<file path="config.mk">
export PLATFORM = sky130hd
export DESIGN_NAME = log_frame_deframer_core_flat
export DESIGN_NICKNAME = d
export VERILOG_FILES = /design/src/hdl/lfd_pkg.sv /design/src/hdl/lfd_if.sv /design/src/hdl/log_frame_deframer_core.sv /design/src/hdl/lfd_parser.sv /design/src/hdl/lfd_result_fifo.sv /design/src/flat_wrapper.sv
export SDC_FILE = /design/constraint.sdc
export NUM_CORES = 2
export LEC_CHECK = 0
export BUFFER_PORTS_ARGS = -buffer_cell sky130_fd_sc_hd__buf_2
export CORE_UTILIZATION = 55
export CTS_BUF_LIST = sky130_fd_sc_hd__clkbuf_16
export CTS_CLUSTER_SIZE = 20
export DETAILED_ROUTE_END_ITERATION = 7
export PLACE_DENSITY = 0.73
export SYNTH_ARGS = -nofsm -noshare
export SYNTH_HDL_FRONTEND = slang
export SYNTH_SLANG_ARGS = --single-unit
export TNS_END_PERCENT = 10
</file>
<file path="constraint.sdc">
create_clock -name clk_i -period 10.53 [get_ports clk_i]
set_input_delay 1.053 -clock clk_i [delete_from_list [all_inputs] [get_ports clk_i]]
set_output_delay 1.053 -clock clk_i [all_outputs]
set_load 0.05 [all_outputs]
</file>
<file path="src/hdl/lfd_pkg.sv">
`timescale 1ns / 1ps
// ----------------------------------------------------------------------------
// Log frame deframer package
// Shared constants, codes and types of the log frame deframer.
// ----------------------------------------------------------------------------
package lfd_pkg;

  localparam int COUNT_W     = 33;
  localparam int CFG_INDEX_W = 3;
  localparam int CFG_DATA_W  = 32;
  localparam int LIMIT_W     = 26;
  localparam int FIFO_DEPTH  = 4;
  localparam int FIFO_PTR_W  = 2;
  localparam int FIFO_LVL_W  = 3;

  // Byte positions of the frame fields.
  localparam int MAGIC_END    = 4;
  localparam int VERSION_POS  = 4;
  localparam int TYPE_POS     = 5;
  localparam int RESERVED_END = 8;
  localparam int HEADER_BYTES = 12;
  localparam int FIELD_BYTES  = 8 + 8 + 4 + 4;
  localparam int ID_END       = HEADER_BYTES + 8;
  localparam int TIME_END     = HEADER_BYTES + 16;
  localparam int SRC_END      = HEADER_BYTES + 20;
  localparam int BODY_BYTES   = HEADER_BYTES + FIELD_BYTES;

  localparam logic [CFG_INDEX_W-1:0] REG_MAGIC       = 3'd0;
  localparam logic [CFG_INDEX_W-1:0] REG_VERSION     = 3'd1;
  localparam logic [CFG_INDEX_W-1:0] REG_LOG_TYPE    = 3'd2;
  localparam logic [CFG_INDEX_W-1:0] REG_ACK_TYPE    = 3'd3;
  localparam logic [CFG_INDEX_W-1:0] REG_MAX_SOURCE  = 3'd4;
  localparam logic [CFG_INDEX_W-1:0] REG_MAX_CONTENT = 3'd5;

  localparam logic [1:0] KIND_SOURCE  = 2'd0;
  localparam logic [1:0] KIND_CONTENT = 2'd1;
  localparam logic [1:0] KIND_OUTCOME = 2'd2;

  localparam logic [3:0] ST_OK              = 4'd0;
  localparam logic [3:0] ST_TRUNCATED       = 4'd1;
  localparam logic [3:0] ST_UNKNOWN_TYPE    = 4'd2;
  localparam logic [3:0] ST_MAGIC           = 4'd3;
  localparam logic [3:0] ST_VERSION         = 4'd4;
  localparam logic [3:0] ST_RESERVED        = 4'd5;
  localparam logic [3:0] ST_TOO_LARGE       = 4'd6;
  localparam logic [3:0] ST_NOT_LOG         = 4'd7;
  localparam logic [3:0] ST_LENGTH_MISMATCH = 4'd8;
  localparam logic [3:0] ST_SOURCE_LONG     = 4'd9;
  localparam logic [3:0] ST_CONTENT_LONG    = 4'd10;
  localparam logic [3:0] ST_FIELDS_MISMATCH = 4'd11;

  localparam logic [31:0] MAGIC_RESET       = 32'd0;
  localparam logic [7:0]  VERSION_RESET     = 8'd0;
  localparam logic [7:0]  LOG_TYPE_RESET    = 8'd0;
  localparam logic [7:0]  ACK_TYPE_RESET    = 8'd1;
  localparam logic [23:0] MAX_SOURCE_RESET  = 24'd65535;
  localparam logic [23:0] MAX_CONTENT_RESET = 24'd65535;

  typedef struct packed {
    logic [31:0] magic_value;
    logic [7:0]  version_value;
    logic [7:0]  log_type_code;
    logic [7:0]  ack_type_code;
    logic [23:0] max_source_bytes;
    logic [23:0] max_content_bytes;
  } cfg_t;

  typedef struct packed {
    logic [1:0]         item_kind;
    logic [7:0]         out_byte;
    logic [3:0]         status;
    logic [63:0]        message_id;
    logic signed [63:0] timestamp_ms;
    logic [31:0]        source_bytes;
    logic [31:0]        content_bytes;
    logic               last_of_step;
  } result_t;

  typedef struct packed {
    logic [1:0] count;
    result_t    first;
    result_t    second;
  } push_t;

  typedef struct packed {
    logic [FIFO_LVL_W-1:0] level;
    logic                  room2;
  } fifo_stat_t;

endpackage

</file>
<file path="src/hdl/lfd_if.sv">
`timescale 1ns / 1ps
// ----------------------------------------------------------------------------
// Log frame deframer channels
// Byte input channel and result output channel with valid/ready handshake.
// ----------------------------------------------------------------------------
interface lfd_byte_if;
  logic       valid;
  logic       ready;
  logic [7:0] data_byte;
  logic       frame_end;

  modport source (output valid, output data_byte, output frame_end, input ready);
  modport sink (input valid, input data_byte, input frame_end, output ready);
endinterface

interface lfd_result_if;
  logic               valid;
  logic               ready;
  logic [1:0]         item_kind;
  logic [7:0]         out_byte;
  logic [3:0]         status;
  logic [63:0]        message_id;
  logic signed [63:0] timestamp_ms;
  logic [31:0]        source_bytes;
  logic [31:0]        content_bytes;
  logic               last_of_step;

  modport source (
    output valid, output item_kind, output out_byte, output status,
    output message_id, output timestamp_ms, output source_bytes,
    output content_bytes, output last_of_step, input ready
  );
  modport sink (
    input valid, input item_kind, input out_byte, input status,
    input message_id, input timestamp_ms, input source_bytes,
    input content_bytes, input last_of_step, output ready
  );
endinterface

</file>
<file path="src/hdl/log_frame_deframer_core.sv">
`timescale 1ns / 1ps
// ----------------------------------------------------------------------------
// Log frame deframer core
// Parses a byte stream of log frames, streams string bytes and reports one
// outcome word per frame.
// ----------------------------------------------------------------------------
// The block takes one frame byte per clock cycle while the output queue has
// room. An accepted byte is held in the input register, is parsed in a single
// pass and its result words go into a four-entry output queue, from which the
// first word is handed out. A byte gives no word, one word, or two
// words when the frame's last byte is also a string byte, and the queue hands
// out one word per cycle while the result is taken; input stalls only while
// the queue holds more than two words. Configuration writes are registered
// before use and must be made while no frame is in flight.
module log_frame_deframer_core (
  input  logic                                clk_i,
  input  logic                                rst_ni,
  input  logic                                cfg_we_i,
  input  logic [lfd_pkg::CFG_INDEX_W-1:0]     cfg_index_i,
  input  logic [lfd_pkg::CFG_DATA_W-1:0]      cfg_wdata_i,
  lfd_byte_if.sink                            byte_i,
  lfd_result_if.source                        result_o
);

  lfd_pkg::cfg_t       cfg_q, cfg_d;
  logic                in_vld_q, in_vld_d;
  logic [7:0]          in_byte_q;
  logic                in_end_q;
  logic                proc_fire;
  lfd_pkg::push_t      push;
  lfd_pkg::fifo_stat_t fifo_stat;
  lfd_pkg::result_t    res;

  always_comb begin
    cfg_d = cfg_q;
    if (cfg_we_i) begin
      unique case (cfg_index_i)
        lfd_pkg::REG_MAGIC:       cfg_d.magic_value       = cfg_wdata_i;
        lfd_pkg::REG_VERSION:     cfg_d.version_value     = cfg_wdata_i[7:0];
        lfd_pkg::REG_LOG_TYPE:    cfg_d.log_type_code     = cfg_wdata_i[7:0];
        lfd_pkg::REG_ACK_TYPE:    cfg_d.ack_type_code     = cfg_wdata_i[7:0];
        lfd_pkg::REG_MAX_SOURCE:  cfg_d.max_source_bytes  = cfg_wdata_i[23:0];
        lfd_pkg::REG_MAX_CONTENT: cfg_d.max_content_bytes = cfg_wdata_i[23:0];
        default:                  cfg_d = cfg_q;
      endcase
    end
  end

  always_ff @(posedge clk_i or negedge rst_ni) begin
    if (!rst_ni) begin
      cfg_q.magic_value       <= lfd_pkg::MAGIC_RESET;
      cfg_q.version_value     <= lfd_pkg::VERSION_RESET;
      cfg_q.log_type_code     <= lfd_pkg::LOG_TYPE_RESET;
      cfg_q.ack_type_code     <= lfd_pkg::ACK_TYPE_RESET;
      cfg_q.max_source_bytes  <= lfd_pkg::MAX_SOURCE_RESET;
      cfg_q.max_content_bytes <= lfd_pkg::MAX_CONTENT_RESET;
    end else begin
      cfg_q <= cfg_d;
    end
  end

  assign proc_fire    = in_vld_q && fifo_stat.room2;
  assign byte_i.ready = !in_vld_q || proc_fire;

  always_comb begin
    in_vld_d = in_vld_q;
    if (byte_i.ready) begin
      in_vld_d = byte_i.valid;
    end
  end

  always_ff @(posedge clk_i or negedge rst_ni) begin
    if (!rst_ni) begin
      in_vld_q <= 1'b0;
    end else begin
      in_vld_q <= in_vld_d;
    end
  end

  always_ff @(posedge clk_i) begin
    if (byte_i.valid && byte_i.ready) begin
      in_byte_q <= byte_i.data_byte;
      in_end_q  <= byte_i.frame_end;
    end
  end

  lfd_parser u_parser (
    .clk_i       (clk_i),
    .rst_ni      (rst_ni),
    .fire_i      (proc_fire),
    .data_byte_i (in_byte_q),
    .frame_end_i (in_end_q),
    .cfg_i       (cfg_q),
    .push_o      (push)
  );

  lfd_result_fifo u_fifo (
    .clk_i       (clk_i),
    .rst_ni      (rst_ni),
    .push_i      (push),
    .pop_ready_i (result_o.ready),
    .pop_valid_o (result_o.valid),
    .pop_data_o  (res),
    .stat_o      (fifo_stat)
  );

  assign result_o.item_kind     = res.item_kind;
  assign result_o.out_byte      = res.out_byte;
  assign result_o.status        = res.status;
  assign result_o.message_id    = res.message_id;
  assign result_o.timestamp_ms  = res.timestamp_ms;
  assign result_o.source_bytes  = res.source_bytes;
  assign result_o.content_bytes = res.content_bytes;
  assign result_o.last_of_step  = res.last_of_step;

  // A held byte stays put until the queue has room for its words.
  assert property (@(posedge clk_i) disable iff (!rst_ni)
    (in_vld_q && !proc_fire) |=> (in_vld_q && $stable(in_byte_q) && $stable(in_end_q)))
    else $error("Input register changed while the byte was stalled.");

  // The last byte of a frame always leaves an outcome word in the queue.
  assert property (@(posedge clk_i) disable iff (!rst_ni)
    (proc_fire && in_end_q) |=> result_o.valid)
    else $error("Frame end produced no outcome word.");

  // The queue never holds more words than it has entries.
  assert property (@(posedge clk_i) disable iff (!rst_ni)
    fifo_stat.level <= lfd_pkg::FIFO_LVL_W'(lfd_pkg::FIFO_DEPTH))
    else $error("Result queue overflow.");

endmodule

</file>
<file path="src/hdl/lfd_parser.sv">
`timescale 1ns / 1ps
// ----------------------------------------------------------------------------
// Log frame deframer parser
// Shifts header and fixed payload fields in, classifies string bytes and
// evaluates the frame checks on the last byte of a frame.
// ----------------------------------------------------------------------------
module lfd_parser (
  input  logic                clk_i,
  input  logic                rst_ni,
  input  logic                fire_i,
  input  logic [7:0]          data_byte_i,
  input  logic                frame_end_i,
  input  lfd_pkg::cfg_t       cfg_i,
  output lfd_pkg::push_t      push_o
);

  logic [lfd_pkg::COUNT_W-1:0] count_q, count_d, count_upd;
  logic [31:0]                 magic_q, magic_d, magic_upd;
  logic [7:0]                  version_q, version_d, version_upd;
  logic [7:0]                  type_q, type_d, type_upd;
  logic [15:0]                 reserved_q, reserved_d, reserved_upd;
  logic [31:0]                 paylen_q, paylen_d, paylen_upd;
  logic [63:0]                 id_q, id_d, id_upd;
  logic [63:0]                 time_q, time_d, time_upd;
  logic [31:0]                 srclen_q, srclen_d, srclen_upd;
  logic [31:0]                 cntlen_q, cntlen_d, cntlen_upd;
  logic [lfd_pkg::LIMIT_W-1:0] limit_q, limit_d;

  logic [lfd_pkg::COUNT_W-1:0] pos;
  logic [lfd_pkg::COUNT_W-1:0] rel;
  logic [lfd_pkg::COUNT_W:0]   str_total;
  logic                        in_strings;
  logic                        is_source;
  logic                        is_content;
  logic                        has_str;
  logic [3:0]                  status;
  lfd_pkg::result_t            str_item;
  lfd_pkg::result_t            outcome;

  assign pos       = count_q;
  assign rel       = pos - lfd_pkg::COUNT_W'(lfd_pkg::BODY_BYTES);
  assign str_total = {2'b00, srclen_q} + {2'b00, cntlen_q};
  assign limit_d   = lfd_pkg::LIMIT_W'(lfd_pkg::FIELD_BYTES)
                   + lfd_pkg::LIMIT_W'(cfg_i.max_source_bytes)
                   + lfd_pkg::LIMIT_W'(cfg_i.max_content_bytes);

  always_comb begin
    magic_upd    = magic_q;
    version_upd  = version_q;
    type_upd     = type_q;
    reserved_upd = reserved_q;
    paylen_upd   = paylen_q;
    id_upd       = id_q;
    time_upd     = time_q;
    srclen_upd   = srclen_q;
    cntlen_upd   = cntlen_q;
    in_strings   = 1'b0;
    if (pos < lfd_pkg::COUNT_W'(lfd_pkg::MAGIC_END)) begin
      magic_upd = {magic_q[23:0], data_byte_i};
    end else if (pos == lfd_pkg::COUNT_W'(lfd_pkg::VERSION_POS)) begin
      version_upd = data_byte_i;
    end else if (pos == lfd_pkg::COUNT_W'(lfd_pkg::TYPE_POS)) begin
      type_upd = data_byte_i;
    end else if (pos < lfd_pkg::COUNT_W'(lfd_pkg::RESERVED_END)) begin
      reserved_upd = {reserved_q[7:0], data_byte_i};
    end else if (pos < lfd_pkg::COUNT_W'(lfd_pkg::HEADER_BYTES)) begin
      paylen_upd = {paylen_q[23:0], data_byte_i};
    end else if (pos < lfd_pkg::COUNT_W'(lfd_pkg::ID_END)) begin
      id_upd = {id_q[55:0], data_byte_i};
    end else if (pos < lfd_pkg::COUNT_W'(lfd_pkg::TIME_END)) begin
      time_upd = {time_q[55:0], data_byte_i};
    end else if (pos < lfd_pkg::COUNT_W'(lfd_pkg::SRC_END)) begin
      srclen_upd = {srclen_q[23:0], data_byte_i};
    end else if (pos < lfd_pkg::COUNT_W'(lfd_pkg::BODY_BYTES)) begin
      cntlen_upd = {cntlen_q[23:0], data_byte_i};
    end else begin
      in_strings = 1'b1;
    end
    count_upd = (pos == '1) ? pos : pos + lfd_pkg::COUNT_W'(1);
  end

  assign is_source  = in_strings && (rel < {1'b0, srclen_q});
  assign is_content = in_strings && !is_source && ({1'b0, rel} < str_total);
  assign has_str    = is_source || is_content;

  // The checks run in a fixed order and the first failing one sets the code.
  always_comb begin
    if (count_upd < lfd_pkg::COUNT_W'(lfd_pkg::HEADER_BYTES)) begin
      status = lfd_pkg::ST_TRUNCATED;
    end else if (type_upd != cfg_i.log_type_code && type_upd != cfg_i.ack_type_code) begin
      status = lfd_pkg::ST_UNKNOWN_TYPE;
    end else if (magic_upd != cfg_i.magic_value) begin
      status = lfd_pkg::ST_MAGIC;
    end else if (version_upd != cfg_i.version_value) begin
      status = lfd_pkg::ST_VERSION;
    end else if (reserved_upd != 16'd0) begin
      status = lfd_pkg::ST_RESERVED;
    end else if (paylen_upd > {6'd0, limit_q}) begin
      status = lfd_pkg::ST_TOO_LARGE;
    end else if (type_upd != cfg_i.log_type_code) begin
      status = lfd_pkg::ST_NOT_LOG;
    end else if (count_upd != lfd_pkg::COUNT_W'(lfd_pkg::HEADER_BYTES)
                              + {1'b0, paylen_upd}) begin
      status = lfd_pkg::ST_LENGTH_MISMATCH;
    end else if (paylen_upd < 32'(lfd_pkg::FIELD_BYTES)) begin
      status = lfd_pkg::ST_TRUNCATED;
    end else if (srclen_upd > {8'd0, cfg_i.max_source_bytes}) begin
      status = lfd_pkg::ST_SOURCE_LONG;
    end else if (cntlen_upd > {8'd0, cfg_i.max_content_bytes}) begin
      status = lfd_pkg::ST_CONTENT_LONG;
    end else if ({2'b00, paylen_upd} != 34'(lfd_pkg::FIELD_BYTES)
                 + {2'b00, srclen_upd} + {2'b00, cntlen_upd}) begin
      status = lfd_pkg::ST_FIELDS_MISMATCH;
    end else begin
      status = lfd_pkg::ST_OK;
    end
  end

  always_comb begin
    str_item              = '0;
    str_item.item_kind    = is_source ? lfd_pkg::KIND_SOURCE : lfd_pkg::KIND_CONTENT;
    str_item.out_byte     = data_byte_i;
    str_item.last_of_step = !frame_end_i;

    outcome               = '0;
    outcome.item_kind     = lfd_pkg::KIND_OUTCOME;
    outcome.status        = status;
    outcome.message_id    = id_upd;
    outcome.timestamp_ms  = time_upd;
    outcome.source_bytes  = srclen_upd;
    outcome.content_bytes = cntlen_upd;
    outcome.last_of_step  = 1'b1;

    push_o.count  = fire_i ? ({1'b0, has_str} + {1'b0, frame_end_i}) : 2'd0;
    push_o.first  = has_str ? str_item : outcome;
    push_o.second = outcome;
  end

  always_comb begin
    count_d    = count_q;
    magic_d    = magic_q;
    version_d  = version_q;
    type_d     = type_q;
    reserved_d = reserved_q;
    paylen_d   = paylen_q;
    id_d       = id_q;
    time_d     = time_q;
    srclen_d   = srclen_q;
    cntlen_d   = cntlen_q;
    if (fire_i) begin
      if (frame_end_i) begin
        count_d    = '0;
        magic_d    = '0;
        version_d  = '0;
        type_d     = '0;
        reserved_d = '0;
        paylen_d   = '0;
        id_d       = '0;
        time_d     = '0;
        srclen_d   = '0;
        cntlen_d   = '0;
      end else begin
        count_d    = count_upd;
        magic_d    = magic_upd;
        version_d  = version_upd;
        type_d     = type_upd;
        reserved_d = reserved_upd;
        paylen_d   = paylen_upd;
        id_d       = id_upd;
        time_d     = time_upd;
        srclen_d   = srclen_upd;
        cntlen_d   = cntlen_upd;
      end
    end
  end

  always_ff @(posedge clk_i or negedge rst_ni) begin
    if (!rst_ni) begin
      count_q    <= '0;
      magic_q    <= '0;
      version_q  <= '0;
      type_q     <= '0;
      reserved_q <= '0;
      paylen_q   <= '0;
      id_q       <= '0;
      time_q     <= '0;
      srclen_q   <= '0;
      cntlen_q   <= '0;
      limit_q    <= '0;
    end else begin
      count_q    <= count_d;
      magic_q    <= magic_d;
      version_q  <= version_d;
      type_q     <= type_d;
      reserved_q <= reserved_d;
      paylen_q   <= paylen_d;
      id_q       <= id_d;
      time_q     <= time_d;
      srclen_q   <= srclen_d;
      cntlen_q   <= cntlen_d;
      limit_q    <= limit_d;
    end
  end

endmodule

</file>
<file path="src/hdl/lfd_result_fifo.sv">
`timescale 1ns / 1ps
// ----------------------------------------------------------------------------
// Log frame deframer result queue
// Four-entry queue that takes up to two result words per cycle and hands out
// one word per cycle while the reader is ready.
// ----------------------------------------------------------------------------
module lfd_result_fifo (
  input  logic                clk_i,
  input  logic                rst_ni,
  input  lfd_pkg::push_t      push_i,
  input  logic                pop_ready_i,
  output logic                pop_valid_o,
  output lfd_pkg::result_t    pop_data_o,
  output lfd_pkg::fifo_stat_t stat_o
);

  lfd_pkg::result_t                 mem_q [lfd_pkg::FIFO_DEPTH];
  logic [lfd_pkg::FIFO_PTR_W-1:0]   wr_ptr_q, wr_ptr_d;
  logic [lfd_pkg::FIFO_PTR_W-1:0]   rd_ptr_q, rd_ptr_d;
  logic [lfd_pkg::FIFO_LVL_W-1:0]   level_q, level_d;
  logic [lfd_pkg::FIFO_PTR_W-1:0]   wr_ptr_next;
  logic                             pop;

  assign pop          = pop_valid_o && pop_ready_i;
  assign pop_valid_o  = (level_q != '0);
  assign pop_data_o   = mem_q[rd_ptr_q];
  assign wr_ptr_next  = wr_ptr_q + lfd_pkg::FIFO_PTR_W'(1);
  assign stat_o.level = level_q;
  assign stat_o.room2 = (level_q <= lfd_pkg::FIFO_LVL_W'(lfd_pkg::FIFO_DEPTH - 2));

  always_comb begin
    wr_ptr_d = wr_ptr_q + lfd_pkg::FIFO_PTR_W'(push_i.count);
    rd_ptr_d = pop ? rd_ptr_q + lfd_pkg::FIFO_PTR_W'(1) : rd_ptr_q;
    level_d  = level_q + lfd_pkg::FIFO_LVL_W'(push_i.count)
             - lfd_pkg::FIFO_LVL_W'(pop);
  end

  always_ff @(posedge clk_i) begin
    if (push_i.count != 2'd0) begin
      mem_q[wr_ptr_q] <= push_i.first;
    end
    if (push_i.count == 2'd2) begin
      mem_q[wr_ptr_next] <= push_i.second;
    end
  end

  always_ff @(posedge clk_i or negedge rst_ni) begin
    if (!rst_ni) begin
      wr_ptr_q <= '0;
      rd_ptr_q <= '0;
      level_q  <= '0;
    end else begin
      wr_ptr_q <= wr_ptr_d;
      rd_ptr_q <= rd_ptr_d;
      level_q  <= level_d;
    end
  end

endmodule
</file>
<file path="src/flat_wrapper.sv">
// flat-port wrapper written by rule: the top's interface ports become plain ports
module log_frame_deframer_core_flat 
  (clk_i, rst_ni, cfg_we_i, cfg_index_i, cfg_wdata_i, byte_i_valid, byte_i_data_byte, byte_i_frame_end, byte_i_ready, result_o_valid, result_o_item_kind, result_o_out_byte, result_o_status, result_o_message_id, result_o_timestamp_ms, result_o_source_bytes, result_o_content_bytes, result_o_last_of_step, result_o_ready);
  lfd_byte_if byte_i_i ();
  lfd_result_if result_o_i ();
  input  logic clk_i;
  input  logic rst_ni;
  input  logic cfg_we_i;
  input  logic [lfd_pkg::CFG_INDEX_W-1:0] cfg_index_i;
  input  logic [lfd_pkg::CFG_DATA_W-1:0] cfg_wdata_i;
  input wire logic [$bits(byte_i_i.valid)-1:0] byte_i_valid;
  input wire logic [$bits(byte_i_i.data_byte)-1:0] byte_i_data_byte;
  input wire logic [$bits(byte_i_i.frame_end)-1:0] byte_i_frame_end;
  output wire logic [$bits(byte_i_i.ready)-1:0] byte_i_ready;
  output wire logic [$bits(result_o_i.valid)-1:0] result_o_valid;
  output wire logic [$bits(result_o_i.item_kind)-1:0] result_o_item_kind;
  output wire logic [$bits(result_o_i.out_byte)-1:0] result_o_out_byte;
  output wire logic [$bits(result_o_i.status)-1:0] result_o_status;
  output wire logic [$bits(result_o_i.message_id)-1:0] result_o_message_id;
  output wire logic [$bits(result_o_i.timestamp_ms)-1:0] result_o_timestamp_ms;
  output wire logic [$bits(result_o_i.source_bytes)-1:0] result_o_source_bytes;
  output wire logic [$bits(result_o_i.content_bytes)-1:0] result_o_content_bytes;
  output wire logic [$bits(result_o_i.last_of_step)-1:0] result_o_last_of_step;
  input wire logic [$bits(result_o_i.ready)-1:0] result_o_ready;
  assign byte_i_i.valid = byte_i_valid;
  assign byte_i_i.data_byte = byte_i_data_byte;
  assign byte_i_i.frame_end = byte_i_frame_end;
  assign byte_i_ready = byte_i_i.ready;
  assign result_o_valid = result_o_i.valid;
  assign result_o_item_kind = result_o_i.item_kind;
  assign result_o_out_byte = result_o_i.out_byte;
  assign result_o_status = result_o_i.status;
  assign result_o_message_id = result_o_i.message_id;
  assign result_o_timestamp_ms = result_o_i.timestamp_ms;
  assign result_o_source_bytes = result_o_i.source_bytes;
  assign result_o_content_bytes = result_o_i.content_bytes;
  assign result_o_last_of_step = result_o_i.last_of_step;
  assign result_o_i.ready = result_o_ready;
  log_frame_deframer_core u_core (.clk_i(clk_i), .rst_ni(rst_ni), .cfg_we_i(cfg_we_i), .cfg_index_i(cfg_index_i), .cfg_wdata_i(cfg_wdata_i), .byte_i(byte_i_i), .result_o(result_o_i));
endmodule
</file>
==> results.tsv <==
metric	value	unit
status	complete, no violations	
syn_area	0.06851	mm²
cts_buffers	136	
hold_path_class	in2async	
synth_seq_cells	1296	
routed_wl	204500	µm
multi_input_area	0.02978	mm²
max_stage_delay	0.84	ns
crit_start	u_core.u_parser.count_q[4]	
core_area	0.1236	mm²
fp.dieW	354.9	µm
fin_cells	8002	
hold_buffers	0	
start_util	55.42	%
max_slew_margin	13.98	%
antenna_left	0	
cts_setup_buffers	0	
rows	129	
final-seq-area	0.03623	mm²
clk_pin_slew	0.06	ns
stdcell_area	0.07560	mm²
synthFlopType	edfxtp_1	
drive_gt1_share	14.06	%
start_kind	flop	
skew	0.02821	ns
cp.arrival	9.44	ns
grt_pass1_wl	308200	µm
total_leakage_power	30.08	nW
r2r_cells	24	
antenna_found_initial	6	
grt_usage	32.24	%
ys_seq_area_share	52.87	%
worstMarginPinSlew	1.254	ns
worstSkewPairLatency	0.80	ns
nets	6593	
syn_inst	6157	
dpl_cell_area	0.07135	mm²
critPathRequiredTime	11.03	ns
fillCellCount	9809	
fmax	111.8	MHz
crit_path_cell_trace	nor3_1, nor2b_1, nor3_1, nand3_1, nor3_1, nand2b_2, mux2i_1, inv_1, ha_1, ha_1, inv_1, fa_1, nor2b_1, o31ai_1, a31oi_1, a31oi_1, o211ai_1, and3_1, nor2_1, or4_1, nor4_1, nand4_1, o41ai_2, a211oi_1	
portBuffers	257	
dr_total_vias	51298	
first_pass_iters	8	
critical_path_class	reg2reg	
overflow	0	
rsz0062_at_grt	false	
ir_drop	0.2561	mV
die_h	354.9	µm
period_needed	8.942	ns
final_common_cell	nor2_1	
async_flop_share	35.42	%
area_growth	10.34	%
final_util	61.15	%
clock-root-buffer	clkbuf_16	
layout_common_cells	nor2_1, edfxtp_1, nand2_1	
synth.distinct_cells	100	
grt_pass1_vias	48910	
clkSinkCount	1296	
worstSetupEndpointType	flop	
diodes	0	
crit_path_frequent_cell	nor3_1	
setup_violations	0	
power	0.01749	W
r2r_slack	1.59	ns
tritoncts	yes	
cap_violations	0	
post-route-period-util	84.92	%
place_congestion	1.008	
cp_slowest_cell	mux2i_1	
cts_resized	0	
drt_iter0_drc	5710	
ios	258	
clock_tree.buffer_depth	3	
routed_via_density	6.411	
route.detailed.drc	0	
grt_max_degree	165	
die_area	0.1260	mm²
drt-wirelength-per-cell	25.56	µm
synth_nets	6499	
cts_htree_levels	4	
dpl.hpwl	136100	µm
dpl.cell_count	7750	
ys_warn_count	0	
power_density	231.3	mW/mm²
synth.avg_cell_area	11.13	µm²
cp_max_fo	20	
reg2reg_from	u_core.u_parser.count_q[4]	
synth-edff-count	793	
timing_hold_violations_final	0	
holdWs	0.3095	ns
report.final.slew_viol_count	0	
area by class of cell:
| type | instances | area share [%] |
|---|---|---|
| Clock inverter | 113 | 1.024 |
| Clock buffer | 139 | 4.601 |
| Inverter | 298 | 1.514 |
| Multi-Input combinational cell | 4175 | 39.39 |
| Sequential cell | 1296 | 47.92 |
| Timing Repair Buffer | 344 | 2.843 |
| Tap cell | 1637 | 2.709 |
per-layer routing:
| metal | global-route usage [%] | vias up | routed length [µm] |
|---|---|---|---|
| met5 | 0 | - | 13 |
| met4 | 13.38 | 2 | 9080 |
| met3 | 5.774 | 469 | 18410 |
| met2 | 49.52 | 2639 | 93780 |
| met1 | 45.43 | 25613 | 83260 |
| li1 | - | 22575 | - |
where the power goes:
| part | leakage, nW | internal (W) | switching, W |
|---|---|---|---|
| Sequential | 14.0 | 0.00607 | 0.000433 |
| Clock | 2.26 | 0.00256 | 0.00205 |
| Combinational | 13.8 | 0.00181 | 0.00456 |
registers in the layout, indices dropped and copies added, names as in the netlist, 16 cells and up:
signal / cells
u_core.u_parser.reserved_q: 16
u_core.u_parser.time_q: 64
u_core.u_fifo.mem_q: 828
u_core.u_parser.limit_q: 26
u_core.u_parser.magic_q: 32
u_core.u_parser.cntlen_q: 32
u_core.u_parser.id_q: 64
u_core.cfg_q: 104
u_core.u_parser.paylen_q: 32
u_core.u_parser.count_q: 33
u_core.u_parser.srclen_q: 32
worst paths after layout:
kind                                                    end
worst max-delay path            u_core.u_fifo.mem_q[1][196]
worst min-delay path                       u_core.cfg_q[99]
worst max register to register  u_core.u_fifo.mem_q[1][196]
worst min register to register  u_core.u_fifo.mem_q[3][206]
max in group asynchronous        u_core.u_parser.time_q[25]
min in group clk_i                      u_core.in_byte_q[1]
synthesized netlist by cell type (all sizes together) (10+ instances only):
cell / count / area (µm²)
a21oi: 153 / 769.5
xor2: 105 / 927.1
nor4: 41 / 277.8
and4: 12 / 105.1
nor3: 75 / 375.4
nand2: 508 / 1914
nand4: 64 / 400.4
and3: 40 / 250.2
nor2b: 54 / 337.8
nand2b: 26 / 162.7
xnor2: 148 / 1296
o31ai: 22 / 170.2
o22ai: 89 / 556.8
o21a: 22 / 165.2
clkbuf: 316 / 1187
or4: 13 / 101.4
mux2: 65 / 735.7
dfxtp: 44 / 880.8
mux4: 207 / 4662
o211ai: 28 / 210.2
buf: 72 / 349.1
a31oi: 29 / 181.4
nand3: 82 / 415.4
nand4b: 10 / 87.58
nor2: 932 / 3506
o2111ai: 11 / 96.34
ha: 289 / 3616
a21o: 55 / 412.9
or2: 19 / 118.9
a22oi: 189 / 1419
edfxtp: 793 / 23810
a2111oi: 12 / 105.1
dfrtp: 426 / 10660
dfstp: 33 / 867.1
o21ai: 460 / 2302
nor3b: 10 / 75.07
a211oi: 16 / 120.1
or3: 22 / 137.6
and2: 12 / 75.08
mux2i: 231 / 2328
inv: 298 / 1119
o21bai: 16 / 120.1
stage by stage:
step | setup TNS (ns) | worst slack (ns)
5_1_grt | 0 | 1.338
4_1_cts | 0 | 1.887
3_5_place_dp | 0 | 1.942
6_report | 0 | 1.588
2_1_floorplan | -25.03 | -0.1996
3_3_place_gp | 0 | 2.038
cells by family after synthesis:
logic type                 Yosys count  share of synthesized area (%)
and+or+nand+nor                   1935                          12.42
adders and majority gates          293                          5.395
AOI/OAI and AO/OA                 1188                          10.83
muxes                              503                          11.28
buffers and inverters              686                          3.875
DFF                               1296                          52.87
xor gates and xnor gates           256                          3.344
critical path, delay by kind of cell, from the launching register on:
| kind | cells | cell delay [ns] |
|---|---|---|
| AOI/OAI and AO/OA | 6 | 2.08 |
| adders and majority gates | 3 | 0.93 |
| buffers and inverters | 2 | 0.26 |
| DFF | 1 | 0.59 |
| muxes | 1 | 0.84 |
| and+or+nand+nor | 12 | 3.90 |
No activity file was read; power rests on OpenSTA's default activity.
